<file path="config.mk">
export PLATFORM = sky130hd
export DESIGN_NAME = afim_div
export DESIGN_NICKNAME = d
export VERILOG_FILES = /design/src/hdl/adaptive_freq_interval_model_core_macros.svh /design/src/hdl/afim_pkg.sv /design/src/hdl/afim_div.sv
export SDC_FILE = /design/constraint.sdc
export NUM_CORES = 1
export LEC_CHECK = 0
export BUFFER_PORTS_ARGS = -buffer_cell sky130_fd_sc_hd__buf_2
export CAP_MARGIN = 20
export CORE_MARGIN = 4
export CORE_UTILIZATION = 30
export CTS_CLUSTER_DIAMETER = 60
export DETAILED_ROUTE_END_ITERATION = 7
export MAX_ROUTING_LAYER = met4
export PLACE_DENSITY = 0.51
export SYNTH_ARGS = -nofsm -noshare
export SYNTH_HDL_FRONTEND = slang
export SYNTH_SLANG_ARGS = --single-unit
</file>
<file path="constraint.sdc">
create_clock -name clk -period 3.9 [get_ports clk]
set_input_delay 0.975 -clock clk [delete_from_list [all_inputs] [get_ports clk]]
set_output_delay 0.975 -clock clk [all_outputs]
set_load 0.02 [all_outputs]
</file>
<file path="src/hdl/adaptive_freq_interval_model_core_macros.svh">
// assertion macros for the adaptive frequency interval model
// used by the rtl files that carry concurrent checks; no other dependencies
`ifndef ADAPTIVE_FREQ_INTERVAL_MODEL_CORE_MACROS_SVH
`define ADAPTIVE_FREQ_INTERVAL_MODEL_CORE_MACROS_SVH
`ifndef ASSERT_OFF
// property must hold at every clock edge out of reset
`define AFIM_ASSERT(lbl, clk, rst_n, prop, msg) \
	lbl: assert property (@(posedge clk) disable iff (!rst_n) prop) else $error(msg);
// consequence must hold in the cycle after the trigger
`define AFIM_ASSERT_NEXT(lbl, clk, rst_n, ante, cons, msg) \
	lbl: assert property (@(posedge clk) disable iff (!rst_n) (ante) |=> (cons)) else $error(msg);
`else
`define AFIM_ASSERT(lbl, clk, rst_n, prop, msg)
`define AFIM_ASSERT_NEXT(lbl, clk, rst_n, ante, cons, msg)
`endif
`endif

</file>
<file path="src/hdl/afim_pkg.sv">
// shared widths, mode and register codes and divider request and response types
// no dependencies
package afim_pkg;
	localparam int unsigned MODE_W    = 2;
	localparam int unsigned SYM_W     = 8;
	localparam int unsigned CNT_W     = 24;
	localparam int unsigned VAL_W     = 32;
	localparam int unsigned CFG_IDX_W = 1;
	localparam int unsigned PROD_W    = CNT_W + VAL_W;

	localparam logic [MODE_W-1:0] MODE_LOAD  = 2'd0;
	localparam logic [MODE_W-1:0] MODE_NORM  = 2'd1;
	localparam logic [MODE_W-1:0] MODE_INIT  = 2'd2;
	localparam logic [MODE_W-1:0] MODE_QUERY = 2'd3;

	localparam logic [CFG_IDX_W-1:0] REG_LOW  = 1'b0;
	localparam logic [CFG_IDX_W-1:0] REG_HIGH = 1'b1;

	typedef struct packed {
		logic              start;
		logic [PROD_W-1:0] dividend;
		logic [VAL_W-1:0]  divisor;
	} div_req_t;

	typedef struct packed {
		logic             done;
		logic [VAL_W-1:0] quotient;
	} div_rsp_t;
endpackage

</file>
<file path="src/hdl/afim_div.sv">
// restoring divider, one quotient bit per cycle, 56-bit dividend by 32-bit divisor
// depends on afim_pkg
module afim_div (
	input  logic               clk,
	input  logic               arst_n,
	input  afim_pkg::div_req_t req,
	output afim_pkg::div_rsp_t rsp
);
	localparam int unsigned PW     = afim_pkg::PROD_W;
	localparam int unsigned VW     = afim_pkg::VAL_W;
	localparam int unsigned STEP_W = $clog2(PW);

	logic [PW-1:0]     dvd_q;
	logic [VW-1:0]     dsr_q;
	logic [VW-1:0]     rem_q;
	logic [STEP_W-1:0] step_q;
	logic              run_q;
	logic              done_q;
	logic [VW:0]       trial;
	logic [VW:0]       diff;
	logic              fits;

	// one trial subtraction per step
	assign trial = {rem_q, dvd_q[PW-1]};
	assign fits  = trial >= {1'b0, dsr_q};
	assign diff  = trial - {1'b0, dsr_q};

	always_ff @(posedge clk or negedge arst_n) begin
		if (!arst_n) begin
			run_q  <= 1'b0;
			done_q <= 1'b0;
			step_q <= '0;
			dvd_q  <= '0;
			dsr_q  <= '0;
			rem_q  <= '0;
		end else begin
			done_q <= 1'b0;
			if (req.start) begin
				dvd_q  <= req.dividend;
				dsr_q  <= req.divisor;
				rem_q  <= '0;
				step_q <= '0;
				run_q  <= 1'b1;
			end else if (run_q) begin
				rem_q  <= fits ? diff[VW-1:0] : trial[VW-1:0];
				dvd_q  <= {dvd_q[PW-2:0], fits};
				step_q <= step_q + STEP_W'(1);
				if (step_q == STEP_W'(PW - 1)) begin
					run_q  <= 1'b0;
					done_q <= 1'b1;
				end
			end
		end
	end

	assign rsp.done     = done_q;
	assign rsp.quotient = dvd_q[VW-1:0];
endmodule

</file>
# [Word level (Yosys, flattened, before mapping)]
# Cells that the tools add are included.
[word_totals] register_bits=128 in_bits=91 out_inout_bits=33 elab_cells=24
[op_classes] addsub=2 magnitude_cmp=1 n_eq_ne=1 muxes=13 reduce_logical=1
[ops] operator="56-bit two-way mux" count=2
[ops] operator="32-bit two-way mux" count=3
[ops] operator="33-bit by 32-bit greater-or-equal comparator with 1-bit output" count=1
[ops] operator="32-bit subtractor" count=1
[ops] operator="6-bit two-way mux" count=2
[ops] operator="6-bit by 1-bit adder with 6-bit output (second input constant)" count=1
[ops] operator="6-bit == test (second input constant)" count=1
[ops] operator="1-bit two-way mux" count=6
[ops] operator="2-bit nonzero test" count=1

# [Depth between registers and ports, before layout]
[depth] word_depth=4 mapped_depth=13 depth_no_buf=11

# [Worst setup path before layout]
# OpenSTA, ideal clock, no wires.
[synth_path] kind="register -> register" from="register rem_q[4]" to="register rem_q[28]" setup_ns=0.099 arrival_time_ns=2.413 required_time_ns=3.801 setup_slack_ns=1.387 path_stages_with_launch=10 n_path_buf=0 period_less_slack_ns=2.513 cell_sequence="dfrtp_1 -> ha_1 -> a21o_1 -> a211o_1 -> o211a_1 -> a211o_1 -> a221oi_1 -> xnor2_1 -> nand2_1 -> a311oi_1"
[synth_via] elab_chain_len=4 elab_cells_between_ends=5 classes_between="add/sub: 1; order compare: 1; mux: 3"
[synth_lines] element="start: declaration" line="afim_div.sv:15" source="logic [VW-1:0] rem_q;"
[synth_lines] element="start signal: assignment" line="afim_div.sv:45" source="rem_q <= fits ? diff[VW-1:0] : trial[VW-1:0];"
[synth_lines] element="32-bit subtractor / 33-bit by 32-bit greater-or-equal comparator with 1-bit output (equally long branches)" line="afim_div.sv:26, afim_div.sv:25"
[synth_lines] element="32-bit two-way mux (*)" line="afim_div.sv:45"
[synth_lines] element="32-bit two-way mux (*)" line="afim_div.sv:44" source="end else if (run_q) begin"
[synth_lines] element="32-bit two-way mux (*)" line="afim_div.sv:38" source="if (req.start) begin"
# Every way passes the cells marked *; elsewhere a longest branch is shown, timed or not. The select of a mux whose other input is x is not followed.
# A chain may end at the register's enable or synchronous reset.

# [Final worst setup path]
[layout_path] from="register rem_q[16]" to="register rem_q[25]"
# Same word-level chain as after synthesis.

==> results_dict.tcl <==
set metrics [dict create \
    cp_max_fo 21 \
    total_power_mw 3.67 \
    overflow 0 \
    synth_edf_count 0 \
    power.density_nw_per_um2 403 \
    cts_max_level 4 \
    wirelength_um 19600 \
    antenna_found_initial 0 \
    multi_input_area_um2 3950 \
    sw_frac_of_total 0.275 \
    status "completed" \
    grt_max_degree 114 \
    comb_power_share 0.132 \
    synth_ff_type "dfrtp_1" \
    remaining_drc_errors 0 \
    worstRegToRegCells 10 \
    area_growth_pct 16.6 \
    vias 6490 \
    regArea_um2 3210 \
    cp_data_arrival_time_ps 3330 \
    sequentialPowerShare 0.399 \
    hold_depth 2 \
    path_clk_slew_ps 60 \
    synth_area_um2 7800 \
    rsz0062_at_grt "false" \
    fmax_mhz 331 \
    postLayoutCellArea_um2 9100 \
    async_flop_share 1.00 \
    placed_cell_area_um2 8470 \
    core_um2 25400 \
    viasPerCell 4.99 \
    finalCritPeriodShare 0.775 \
    cp-start-kind "register" \
    wl_per_cell_um 15.1 \
    setup_violations 0 \
    fin_setup_tns_ps 0 \
    track_usage 0.141 \
    ir_drop_mv 0.283 \
    max_slew_margin 0.481 \
    intPower_mw 2.66 \
    syn_nets 1019 \
    die_h_um 169 \
    io_pins 124 \
    ctsHoldBuffers 0 \
    grt_pass1_vias 6334 \
    place_ws_ps 883 \
    finalNonFillerCells 1300 \
    p_clk_frac 0.469 \
    power_switching_mw 1.01 \
    drive_gt1_frac 0.184 \
    slew_violations 0 \
    globalplace.congestion 0.841 \
    yosysTopAreaCell "dfrtp_1" \
    antenna_cells 0 \
    synth_warnings 0 \
    tightestPinTransition_ps 778 \
    post-dp-hpwl_um 14000 \
    drtAntennaViolNets 0 \
    fillers 2635 \
    syn_inst 894 \
    die-area_um2 28700 \
    drt_iter0_markers 487 \
    fin_skew_ps 7.60 \
    synth_top_area_frac 0.411 \
    min_path_type "register to register" \
    row_count 58 \
    clockBufferDepth 2 \
    ys_types 54 \
    leakage_nw 4.71 \
    avgSynthCellArea_um2 8.73 \
    ys_seq_area_frac 0.411 \
    cts.sinks 128 \
    synth.ff_latch_count 128 \
    dpl.cell_count 1268 \
    nets 1082 \
    worstSetupPathType "register to register" \
    postCtsResizedCells 0 \
    finalHoldViolations 0 \
    tritoncts "yes" \
    fin_ws_ps 877 \
    drtPass1Iterations 6 \
    fin_crit_ps 3020 \
    maxCapViolations 0 \
    die_w_um 169 \
    postCtsSetupBuffers 0 \
    clk_latency_ps 420 \
    required_ps 4210 \
    start_util 0.307 \
    synth_area_leaders "dfrtp_1 41%, nand2_1 7.6%, mux2i_1 7.4%" \
    cts-root-buf "clkbuf_16" \
    cts_buffers 17 \
    port_buffers 123 \
    setup.worst_path.end_class "register" \
    grt_pass1_wl_um 32700 \
]
==> sequential cells by signal (all words and copies together) (netlist names) <==
register	count
dvd_q	56
dsr_q	32
rem_q	32
step_q	6
done_q	1
run_q	1
==> worst max-delay path, cell delays in order, from the launching register on <==
cell and delay [ps]:
dfrtp_1 400, ha_1 450, nand4_1 270, nor3_1 200
and3_1 220, a21oi_2 80, a31oi_2 250, o21a_1 430
buf_12 230, nand2_1 70, a311oi_1 300
==> synthesized netlist by cell type (all sizes together), types with 2 or more instances <==
library cell  instances
a211o                 3
a21o                 15
a21oi                31
a311oi               30
a31oi                 6
a41o                  2
and2                  2
and3                  2
buf                  56
clkbuf               37
dfrtp               128
ha                   33
inv                  37
mux2i                58
nand2               158
nand2b               11
nand3                18
nand4                12
nor2                 50
nor2b                 3
nor3                 15
nor3b                 5
nor4                  3
o211ai                8
o21a                 11
o21ai               107
o21bai                2
o31ai                 5
or3                   7
xnor2                14
xor2                 10
==> layer usage <==
layer / track usage / part of all wire
met1: 0.197 / 0.49
met2: 0.212 / 0.44
met3: 0.0310 / 0.059
met5: - / 0
met4: 0.0294 / 0.0081
==> cells in the final DEF (no fill, tap or decap), types with 17 or more instances in the layout <==
| master | netlist | routed |
|---|---|---|
| clkbuf_16 | 0 | 17 |
| a21oi_1 | 28 | 28 |
| mux2i_1 | 58 | 58 |
| a311oi_1 | 30 | 30 |
| dfrtp_1 | 128 | 127 |
| inv_1 | 37 | 37 |
| buf_2 | 16 | 121 |
| o21ai_0 | 101 | 101 |
| nor2_1 | 50 | 50 |
| nand2_1 | 158 | 158 |
| nand3_1 | 18 | 18 |
| ha_1 | 33 | 33 |
==> metrics by stage <==
| step | utilization | hold slack (ps) |
|---|---|---|
| detailed placement | 0.333 | 521 |
| CTS | 0.358 | 534 |
| floorplan | - | 485 |
| finish | 0.358 | 533 |
| global placement | 0.333 | 513 |
| global route | 0.358 | 556 |
==> path summary, 6_finish.rpt <==
check                                      start  slack [ps]               endpoint
max in group asynchronous                 arst_n        2600  dvd_q[36]$_DFFE_PN0P_
min reg2reg                dsr_q[22]$_DFFE_PN0P_         530  dsr_q[22]$_DFFE_PN0P_
min                        dsr_q[22]$_DFFE_PN0P_         530  dsr_q[22]$_DFFE_PN0P_
max                        rem_q[16]$_DFFE_PN0P_         880  rem_q[25]$_DFFE_PN0P_
max reg2reg                rem_q[16]$_DFFE_PN0P_         880  rem_q[25]$_DFFE_PN0P_
min in group asynchronous                 arst_n         550   dvd_q[6]$_DFFE_PN0P_
==> cell families after synthesis <==
group	synth area share
muxes	0.0759
and+or+nand+nor	0.164
adders and majority gates	0.0555
AOI/OAI and AO/OA	0.184
DFF	0.411
buffers and inverters	0.0829
xor gates and xnor gates	0.0269
==> area by class of cell <==
cell class	instances	share of cell area
multi-input cells	636	0.434
flip-flops and latches	128	0.352
repair buffers	137	0.0833
clock buffers	19	0.0498
well taps	330	0.0454
clock inverters	13	0.0194
inverters	37	0.0153
==> power by group through the flow <==
stage / clock (mW) / combinational [mW] / sequential, mW
2_1_floorplan: 0 / 0.357 / 1.47
4_1_cts: 1.76 / 0.494 / 1.46
5_1_grt: 1.83 / 0.553 / 1.47
6_report: 1.72 / 0.485 / 1.46
3_3_place_gp: 0 / 0.490 / 1.49
3_5_place_dp: 0 / 0.490 / 1.49
No activity file was read; power rests on OpenSTA's default activity.
